File: src/hdl/ppid_pkg.sv
package ppid_pkg;

   localparam int SAMPLE_W    = 16;
   localparam int ERR_W       = 17;
   localparam int DELTA_W     = 18;
   localparam int SUM_W       = 32;
   localparam int LIMIT_W     = 17;
   localparam int GAIN_W      = 16;
   localparam int DRIVE_W     = 32;
   localparam int PROD_P_W    = GAIN_W + ERR_W;
   localparam int PROD_I_W    = GAIN_W + SUM_W;
   localparam int PROD_D_W    = GAIN_W + DELTA_W;
   localparam int ACC_W       = PROD_I_W + 2;
   localparam int FRAC_W      = 8;
   localparam int CSR_IDX_W   = 3;
   localparam int CSR_DATA_W  = 17;
   localparam int QUEUE_DEPTH = 4;

   localparam logic [CSR_IDX_W-1:0] REG_TARGET     = 3'd0;
   localparam logic [CSR_IDX_W-1:0] REG_PROP_GAIN  = 3'd1;
   localparam logic [CSR_IDX_W-1:0] REG_INTEG_GAIN = 3'd2;
   localparam logic [CSR_IDX_W-1:0] REG_DERIV_GAIN = 3'd3;
   localparam logic [CSR_IDX_W-1:0] REG_SEP_LIMIT  = 3'd4;

   // classified sample handed from front to back
   typedef struct packed {
      logic signed [ERR_W-1:0]   err;
      logic signed [DELTA_W-1:0] delta;
      logic signed [SUM_W-1:0]   esum;
      logic                      integ;
   } ppid_item_type;

   typedef struct packed {
      logic signed [GAIN_W-1:0] prop;
      logic signed [GAIN_W-1:0] integ;
      logic signed [GAIN_W-1:0] deriv;
   } ppid_gains_type;

endpackage

File: src/hdl/ppid_front.sv
module ppid_front (
   input  logic                                   clock,
   input  logic                                   reset,
   input  logic                                   req_push,
   input  logic signed [ppid_pkg::SAMPLE_W-1:0]   req_feedback,
   input  logic signed [ppid_pkg::SAMPLE_W-1:0]   target,
   input  logic        [ppid_pkg::LIMIT_W-1:0]    sep_limit,
   input  logic                                   queue_full,
   output logic                                   req_full,
   output logic                                   item_push,
   output ppid_pkg::ppid_item_type                item
);
   import ppid_pkg::*;

   logic signed [ERR_W-1:0] last_error_ff, last_error_in;
   logic signed [SUM_W-1:0] error_sum_ff, error_sum_in;
   logic signed [ERR_W-1:0] err;
   logic        [ERR_W-1:0] mag;
   logic                    in_band;
   logic signed [SUM_W:0]   sum_wide;
   logic signed [SUM_W-1:0] sum_sat;

   assign req_full  = queue_full;
   assign item_push = req_push && !queue_full;

   always_comb begin
      err = {{(ERR_W-SAMPLE_W){target[SAMPLE_W-1]}}, target}
          - {{(ERR_W-SAMPLE_W){req_feedback[SAMPLE_W-1]}}, req_feedback};
      mag     = err[ERR_W-1] ? -err : err;
      in_band = mag <= sep_limit;

      sum_wide = {error_sum_ff[SUM_W-1], error_sum_ff}
               + {{(SUM_W+1-ERR_W){err[ERR_W-1]}}, err};
      if (sum_wide[SUM_W] != sum_wide[SUM_W-1]) begin
         // overflow: clamp toward the sign of the true sum
         sum_sat = sum_wide[SUM_W] ? {1'b1, {(SUM_W-1){1'b0}}} : {1'b0, {(SUM_W-1){1'b1}}};
      end else begin
         sum_sat = sum_wide[SUM_W-1:0];
      end

      error_sum_in  = in_band ? sum_sat : '0;
      last_error_in = err;

      item.err   = err;
      item.delta = {err[ERR_W-1], err} - {last_error_ff[ERR_W-1], last_error_ff};
      item.esum  = error_sum_in;
      item.integ = in_band;
   end

   always_ff @(posedge clock) begin
      if (reset) begin
         last_error_ff <= '0;
         error_sum_ff  <= '0;
      end else if (item_push) begin
         last_error_ff <= last_error_in;
         error_sum_ff  <= error_sum_in;
      end
   end

   a_sep_clears: assert property (@(posedge clock) disable iff (reset)
      item_push && !item.integ |=> error_sum_ff == '0)
      else $error("integral not cleared outside the separation limit");

endmodule

File: src/hdl/ppid_fifo.sv
module ppid_fifo #(
   parameter int DEPTH = ppid_pkg::QUEUE_DEPTH
) (
   input  logic                    clock,
   input  logic                    reset,
   input  logic                    push,
   input  ppid_pkg::ppid_item_type item_in,
   output logic                    full,
   input  logic                    pop,
   output ppid_pkg::ppid_item_type item_out,
   output logic                    empty
);
   import ppid_pkg::*;

   localparam int PTR_W = $clog2(DEPTH);
   localparam int CNT_W = $clog2(DEPTH + 1);
   localparam logic [PTR_W-1:0] LAST_PTR = PTR_W'(DEPTH - 1);
   localparam logic [CNT_W-1:0] FULL_CNT = CNT_W'(DEPTH);

   ppid_item_type     slot_ff [DEPTH];
   logic [PTR_W-1:0]  wr_ptr_ff, wr_ptr_in;
   logic [PTR_W-1:0]  rd_ptr_ff, rd_ptr_in;
   logic [CNT_W-1:0]  count_ff, count_in;
   logic              do_push, do_pop;

   assign full     = count_ff == FULL_CNT;
   assign empty    = count_ff == '0;
   assign do_push  = push && !full;
   assign do_pop   = pop && !empty;
   assign item_out = slot_ff[rd_ptr_ff];

   always_comb begin
      wr_ptr_in = wr_ptr_ff;
      rd_ptr_in = rd_ptr_ff;
      count_in  = count_ff;
      if (do_push) begin
         wr_ptr_in = (wr_ptr_ff == LAST_PTR) ? '0 : wr_ptr_ff + 1'b1;
      end
      if (do_pop) begin
         rd_ptr_in = (rd_ptr_ff == LAST_PTR) ? '0 : rd_ptr_ff + 1'b1;
      end
      if (do_push && !do_pop) begin
         count_in = count_ff + 1'b1;
      end else if (do_pop && !do_push) begin
         count_in = count_ff - 1'b1;
      end
   end

   always_ff @(posedge clock) begin
      if (reset) begin
         wr_ptr_ff <= '0;
         rd_ptr_ff <= '0;
         count_ff  <= '0;
      end else begin
         wr_ptr_ff <= wr_ptr_in;
         rd_ptr_ff <= rd_ptr_in;
         count_ff  <= count_in;
      end
   end

   always_ff @(posedge clock) begin
      if (do_push) begin
         slot_ff[wr_ptr_ff] <= item_in;
      end
   end

   a_count_bound: assert property (@(posedge clock) disable iff (reset)
      count_ff <= FULL_CNT)
      else $error("queue count beyond depth");

   a_count_up: assert property (@(posedge clock) disable iff (reset)
      do_push && !do_pop |=> count_ff == $past(count_ff) + 1'b1)
      else $error("queue count missed a push");

endmodule

File: src/hdl/ppid_back.sv
module ppid_back (
   input  logic                                 clock,
   input  logic                                 reset,
   input  logic                                 item_valid,
   input  ppid_pkg::ppid_item_type              item,
   input  ppid_pkg::ppid_gains_type             gains,
   output logic                                 item_pop,
   input  logic                                 rsp_pop,
   output logic                                 rsp_empty,
   output logic signed [ppid_pkg::DRIVE_W-1:0]  rsp_drive,
   output logic                                 rsp_integrating
);
   import ppid_pkg::*;

   localparam int Q_W = ACC_W - FRAC_W;

   logic                       adv;
   logic                       s1_valid_ff, s2_valid_ff, out_valid_ff;
   logic signed [PROD_P_W-1:0] s1_p_ff, s1_p_in;
   logic signed [PROD_I_W-1:0] s1_i_ff, s1_i_in;
   logic signed [PROD_D_W-1:0] s1_d_ff, s1_d_in;
   logic                       s1_integ_ff;
   logic signed [ACC_W-1:0]    s2_acc_ff, s2_acc_in;
   logic                       s2_integ_ff;
   logic signed [ACC_W-1:0]    rnd;
   logic signed [Q_W-1:0]      quo;
   logic signed [DRIVE_W-1:0]  drive_in, out_drive_ff;
   logic                       out_integ_ff;

   // whole pipe moves together; holds while the result waits
   assign adv       = !out_valid_ff || rsp_pop;
   assign item_pop  = adv && item_valid;
   assign rsp_empty = !out_valid_ff;
   assign rsp_drive = out_drive_ff;
   assign rsp_integrating = out_integ_ff;

   always_comb begin
      s1_p_in = $signed(gains.prop)  * $signed(item.err);
      s1_i_in = $signed(gains.integ) * $signed(item.esum);
      s1_d_in = $signed(gains.deriv) * $signed(item.delta);

      s2_acc_in = {{(ACC_W-PROD_P_W){s1_p_ff[PROD_P_W-1]}}, s1_p_ff}
                + {{(ACC_W-PROD_I_W){s1_i_ff[PROD_I_W-1]}}, s1_i_ff}
                + {{(ACC_W-PROD_D_W){s1_d_ff[PROD_D_W-1]}}, s1_d_ff};

      // bias negatives so the arithmetic shift truncates toward zero
      rnd = s2_acc_ff + (s2_acc_ff[ACC_W-1] ? ACC_W'((1 << FRAC_W) - 1) : '0);
      quo = rnd[ACC_W-1:FRAC_W];
      if (quo[Q_W-1:DRIVE_W-1] == '0 || quo[Q_W-1:DRIVE_W-1] == '1) begin
         drive_in = quo[DRIVE_W-1:0];
      end else if (quo[Q_W-1]) begin
         drive_in = {1'b1, {(DRIVE_W-1){1'b0}}};
      end else begin
         drive_in = {1'b0, {(DRIVE_W-1){1'b1}}};
      end
   end

   always_ff @(posedge clock) begin
      if (reset) begin
         s1_valid_ff  <= 1'b0;
         s2_valid_ff  <= 1'b0;
         out_valid_ff <= 1'b0;
      end else if (adv) begin
         s1_valid_ff  <= item_valid;
         s2_valid_ff  <= s1_valid_ff;
         out_valid_ff <= s2_valid_ff;
      end
   end

   always_ff @(posedge clock) begin
      if (adv) begin
         s1_p_ff      <= s1_p_in;
         s1_i_ff      <= s1_i_in;
         s1_d_ff      <= s1_d_in;
         s1_integ_ff  <= item.integ;
         s2_acc_ff    <= s2_acc_in;
         s2_integ_ff  <= s1_integ_ff;
         out_drive_ff <= drive_in;
         out_integ_ff <= s2_integ_ff;
      end
   end

   a_stall_holds: assert property (@(posedge clock) disable iff (reset)
      out_valid_ff && !rsp_pop |=> out_valid_ff && $stable(s2_valid_ff)
         && $stable(s1_valid_ff))
      else $error("pipeline moved while the result was stalled");

endmodule

File: src/hdl/positional_pid_integral_separation.sv
// Positional PID controller with integral separation.
//
// Input channel: drive req_feedback and raise req_push; the sample is taken
// at a clock edge where req_full is low. Samples may arrive every cycle.
// Result channel: while rsp_empty is low, rsp_drive and rsp_integrating hold
// the oldest result; raising rsp_pop takes it at the next edge.
// Control registers are written through csr_valid/csr_index/csr_data
// (csr_ready is always high); write them only while no sample is in flight.
//
// A sample taken from the input is written to the queue, then moves
// through the registered back stages (queue read and the three gain
// multiplies, then the sum, then shift and clamp) to the result ports.
// Throughput: one sample per cycle while req_full is low, set by the
// error/integral update in the front end. When the receiver stalls, the
// back pipeline holds and the front keeps accepting until the
// QUEUE_DEPTH-entry queue fills, which raises req_full.
// Reset (synchronous): gains, target, limit, integral and previous error go
// to zero and both the queue and pipeline are emptied.
module positional_pid_integral_separation #(
   parameter int QUEUE_DEPTH = ppid_pkg::QUEUE_DEPTH
) (
   input  logic                                   clock,
   input  logic                                   reset,
   input  logic                                   req_push,
   output logic                                   req_full,
   input  logic signed [ppid_pkg::SAMPLE_W-1:0]   req_feedback,
   output logic                                   rsp_empty,
   input  logic                                   rsp_pop,
   output logic signed [ppid_pkg::DRIVE_W-1:0]    rsp_drive,
   output logic                                   rsp_integrating,
   input  logic                                   csr_valid,
   output logic                                   csr_ready,
   input  logic        [ppid_pkg::CSR_IDX_W-1:0]  csr_index,
   input  logic        [ppid_pkg::CSR_DATA_W-1:0] csr_data
);
   import ppid_pkg::*;

   logic signed [SAMPLE_W-1:0] target_ff;
   logic        [LIMIT_W-1:0]  sep_limit_ff;
   ppid_gains_type             gains_ff;

   ppid_item_type front_item, queue_item;
   logic          queue_full, queue_empty, front_push, back_pop;

   // control registers; unknown indexes are dropped
   assign csr_ready = 1'b1;

   always_ff @(posedge clock) begin
      if (reset) begin
         target_ff    <= '0;
         sep_limit_ff <= '0;
         gains_ff     <= '0;
      end else if (csr_valid && csr_ready) begin
         case (csr_index)
            REG_TARGET:     target_ff      <= csr_data[SAMPLE_W-1:0];
            REG_PROP_GAIN:  gains_ff.prop  <= csr_data[GAIN_W-1:0];
            REG_INTEG_GAIN: gains_ff.integ <= csr_data[GAIN_W-1:0];
            REG_DERIV_GAIN: gains_ff.deriv <= csr_data[GAIN_W-1:0];
            REG_SEP_LIMIT:  sep_limit_ff   <= csr_data[LIMIT_W-1:0];
            default: ;
         endcase
      end
   end

   // front: error, separation test, integral and error delta
   ppid_front u_front (
      .clock        (clock),
      .reset        (reset),
      .req_push     (req_push),
      .req_feedback (req_feedback),
      .target       (target_ff),
      .sep_limit    (sep_limit_ff),
      .queue_full   (queue_full),
      .req_full     (req_full),
      .item_push    (front_push),
      .item         (front_item)
   );

   // decouples the stateful front from the stallable multiply pipe
   ppid_fifo #(
      .DEPTH (QUEUE_DEPTH)
   ) u_queue (
      .clock    (clock),
      .reset    (reset),
      .push     (front_push),
      .item_in  (front_item),
      .full     (queue_full),
      .pop      (back_pop),
      .item_out (queue_item),
      .empty    (queue_empty)
   );

   // back: gain products, sum, truncate toward zero, clamp
   ppid_back u_back (
      .clock           (clock),
      .reset           (reset),
      .item_valid      (!queue_empty),
      .item            (queue_item),
      .gains           (gains_ff),
      .item_pop        (back_pop),
      .rsp_pop         (rsp_pop),
      .rsp_empty       (rsp_empty),
      .rsp_drive       (rsp_drive),
      .rsp_integrating (rsp_integrating)
   );

endmodule

File: config.mk
export PLATFORM = sky130hd
export DESIGN_NAME = positional_pid_integral_separation
export DESIGN_NICKNAME = d
export VERILOG_FILES = /design/src/hdl/ppid_pkg.sv /design/src/hdl/ppid_front.sv /design/src/hdl/ppid_fifo.sv /design/src/hdl/ppid_back.sv /design/src/hdl/positional_pid_integral_separation.sv
export SDC_FILE = /design/constraint.sdc
export NUM_CORES = 2
export LEC_CHECK = 0
export BUFFER_PORTS_ARGS = -buffer_cell sky130_fd_sc_hd__buf_2
export CAP_MARGIN = 15
export CORE_AREA = 2 2 340 342
export CTS_BUF_LIST = sky130_fd_sc_hd__clkbuf_8
export DETAILED_ROUTE_END_ITERATION = 8
export DIE_AREA = 0 0 342 344
export GPL_TIMING_DRIVEN = 0
export HOLD_SLACK_MARGIN = 0.03
export PLACE_DENSITY_LB_ADDON = 0.1
export SYNTH_ARGS = -nofsm -noshare
export SYNTH_HDL_FRONTEND = slang
export SYNTH_SLANG_ARGS = --single-unit
File: constraint.sdc
create_clock -name clock -period 7.7 [get_ports clock]
set_input_delay 1.155 -clock clock [delete_from_list [all_inputs] [get_ports clock]]
set_output_delay 1.155 -clock clock [all_outputs]
set_load 0.01 [all_outputs]
==> impl_metrics.yaml <==
run_status:
  run_status: "finished clean"
timing:
  slew_headroom: 0.1338
  worst_slack_ns: 0.1148
  report.final.slew_viol_count: 0
  setup_total_negative_slack_ns: 0
  max_slew.worst_pin.slew_ns: 1.295
  timing.final.crit_share: 0.9851
  max_freq_ghz: 0.1318
  hold_slack_ns: 0.4182
  grt_setup_unrepaired: "true"
  timing.final.hold_violations: 0
  report.final.setup_viol: 0
  period_needed_ns: 7.585
  final_skew_ns: 0.07222
layout:
  layout.filler_cells: 9239
  synth_to_layout_area_growth_pct: 8.770
  design_area_sq_um: 75340
  final_core_utilization: 0.6616
  fin_nets: 8826
  layout-drive-gt1-share: 0.07754
  post_layout_nonfiller_instances: 8853
placed_design:
  place_inst: 8585
  portBuffers: 75
  placedInstanceArea_sq_um: 71790
  place_hpwl_mm: 151.3
  gpl.final_weighted_congestion: 0.9781
  detailedPlace.worstSlack_ns: -2.208
worst_setup_path:
  worst-r2r-setup-slack_ns: 0.11
  critical_path.max_stage_delay_ns: 0.56
  reg2reg_depth: 28
  setup.worst_path.end_class: "flop"
  cp_slowest_cell: "fa_1"
  r2r_end: "u_back.s1_d_ff[32]"
  crit_required_ns: 8.18
  startpoint_kind_of_the_worst_setup_timing_path: "flop"
  ws_path_type: "reg2reg"
  crit_path_frequent_cell: "fa_1"
  cp_max_fo: 11
  worst_ep_arrival_time_ns: 8.07
detailed_routing:
  avgViaCountPerCell: 5.653
  drt_pre_antenna_iters: 6
  ant_nets: 0
  first_iteration_detailed_routing_drc_count: 3838
  vias: 50050
  route.final.wire_length_mm: 189.3
  post_drt_wl_per_cell_microns: 21.38
  drc_errors: 0
floorplanning:
  ios: 77
  design.die.area_sq_um: 117600
  floorplan.initialDensity: 0.6082
  die_w_microns: 342
  rows: 124
  floorplan.die.height_microns: 344
  coreArea_sq_um: 113900
clock_tree:
  cts_sinks: 614
  cts.path.max_buffers: 3
  clk-insertion-delay-late_ns: 0.79
  ctsHoldBuffers: 0
  cts-htree-levels: 3
  ctsRootBufferMaster: "clkbuf_8"
  cts_tree: "yes"
  cts_buffers: 104
  clkTransAtPathRegs_ns: 0.07
yosys:
  synth-compound-area-share: 0.08179
  synthesis.area_sq_um: 69270
  ys_seq_area_frac: 0.2457
  yosys.cell_types.count: 88
  muxShareOfSynthArea: 0.02269
  postSynthNetCount: 8559
  combinational_family_with_the_most_area_after_synthesis: "adder cells"
  avgSynthCellArea_sq_um: 9.919
  postSynthCellCount: 6983
  synthSimpleGateAreaFrac: 0.1333
  post_synth_xor_area_fraction: 0.03945
  synth_adder_area_share: 0.3919
  number_of_flops_mapped_to_enable_cells_by_yosys: 472
  ys_ff_latch: 614
  yosys_warns: 0
  ys.flop_type: "edfxtp_1"
  asyncSetResetFlopFracSynth: 0
worst_hold_path:
  hold_end: "u_back.rsp_integrating"
  min_delay_path_depth: 0
  min_from: "u_back.s2_integ_ff"
  hp-class: "reg2reg"
pwr:
  power_density_nw_per_um2: 241.8
  static-leakage-power_nw: 35.18
  power_total_mw: 18.21
  peakVddDrop_mv: 0.2243
global_route:
  pin_count_of_the_biggest_net_entering_global_routing: 121
  global_route.overflow_total: 0
  grt_antenna_before_repair: 8
  grt_pass1_wl_mm: 292.6
  grt_util_all_layers: 0.3281
  number_of_global_route_vias_before_repair: 51780
job:
  max_cap_violations: 0
area by class of cell:
type                       instances  area [sq um]  area share
sequential                       614         17020      0.2259
clock buffer                     109          1500     0.01991
tap                             1512          1892     0.02511
clock inverter                    85         629.4    0.008353
inverter                        1308          4920     0.06530
multi-input combinational       4809         46850      0.6218
antenna                            3         7.507  0.00009964
buffer                           235          1206     0.01601
timing repair buffer             178          1318     0.01749
registers in the layout, summed over array words and instances, names as in the netlist, 2 cells and up, named ones only:
register,cells
u_queue.rd_ptr_ff,2
u_back.s1_i_ff,48
u_back.s1_d_ff,34
u_back.s2_acc_ff,50
u_front.error_sum_ff,32
target_ff,16
gains_ff,48
u_queue.wr_ptr_ff,2
u_queue.count_ff,3
u_back.rsp_drive,32
u_front.last_error_ff,17
sep_limit_ff,17
u_back.s1_p_ff,33
u_queue.slot_ff,272
synthesized netlist by cell type, drive strengths merged (104+ instances only):
library cell	number	area share
fa	1058	0.31
a21o	127	0.014
and2	421	0.038
dfxtp	142	0.041
ha	477	0.086
inv	1305	0.071
nor2	272	0.015
edfxtp	472	0.20
xor2	104	0.013
nand2	962	0.052
xnor2	208	0.026
a21oi	328	0.024
clkbuf	219	0.012
o21ai	200	0.015
how the worst max path moves through the flow:
stage / from / end / slack (ns)
3_3_place_gp: rsp_pop / u_queue.count_ff[2] / -2.53
3_5_place_dp: flop / u_back.s1_p_ff[32] / -2.21
5_1_grt: flop / u_back.s1_d_ff[32] / -0.09
4_1_cts: flop / u_back.s1_d_ff[32] / 0.01
6_report: flop / u_back.s1_d_ff[32] / 0.11
2_1_floorplan: flop / u_back.s1_i_ff[44] / 0.02
power breakdown:
group	internal, mW	switching [mW]	total, mW
Sequential	4.63	0.358	4.98
Clock	1.57	1.42	2.99
Combinational	3.70	6.54	10.2
Total	9.90	8.31	18.2
per-layer routing:
metal,GRT usage,vias to the layer above,routed length (microns)
met3,0.07038,442,16130
li1,-,22710,-
met5,0,-,29
met2,0.5341,1913,87740
met4,0.1421,4,9404
met1,0.4275,24980,75970
cells by family (layout without fill, tap and decap cells):
kind of cell,count (synthesis),after routing
mux,72,73
compound gates,906,906
other cells,1,4
xor+xnor,312,312
flops,614,614
simple gates,1982,1982
fa+ha+maj,1535,1535
buf+inv,1561,1915
placed cells by master, fill, tap and decap left out, types with 14 or more instances in the layout:
cell,count
a211oi_1,25
a21o_1,127
a21oi_1,314
a31oi_1,16
and2_1,417
and3_1,30
buf_1,15
buf_2,93
buf_4,99
clkbuf_1,148
clkbuf_4,14
clkbuf_8,114
clkinv_1,28
dfxtp_1,140
edfxtp_1,472
fa_1,1051
ha_1,464
inv_1,1334
mux4_2,68
nand2_1,961
nand2b_1,59
nand3_1,70
nand4_1,31
nor2_1,271
nor2b_1,43
nor3_1,39
o211ai_1,21
o21a_1,45
o21ai_0,111
o21ai_1,79
o21bai_1,35
xnor2_1,202
xor2_1,102
what timing repair did:
action | CTS | global route
pin swaps | 9 | 22
endpoints found under the setup margin | 72 | 134
gates cloned | 0 | 1
setup buffers | 33 | 54
gates resized for setup | 138 | 110
worst max-delay path: cells and delay by family (launching register included):
family          cells  cell delay, ns
compound gates      8            1.86
fa+ha+maj           7            3.29
buf+inv             8            0.93
flops               1            0.39
mux                 1            0.54
simple gates        4            0.29
No activity file was read; power rests on OpenSTA's default activity.
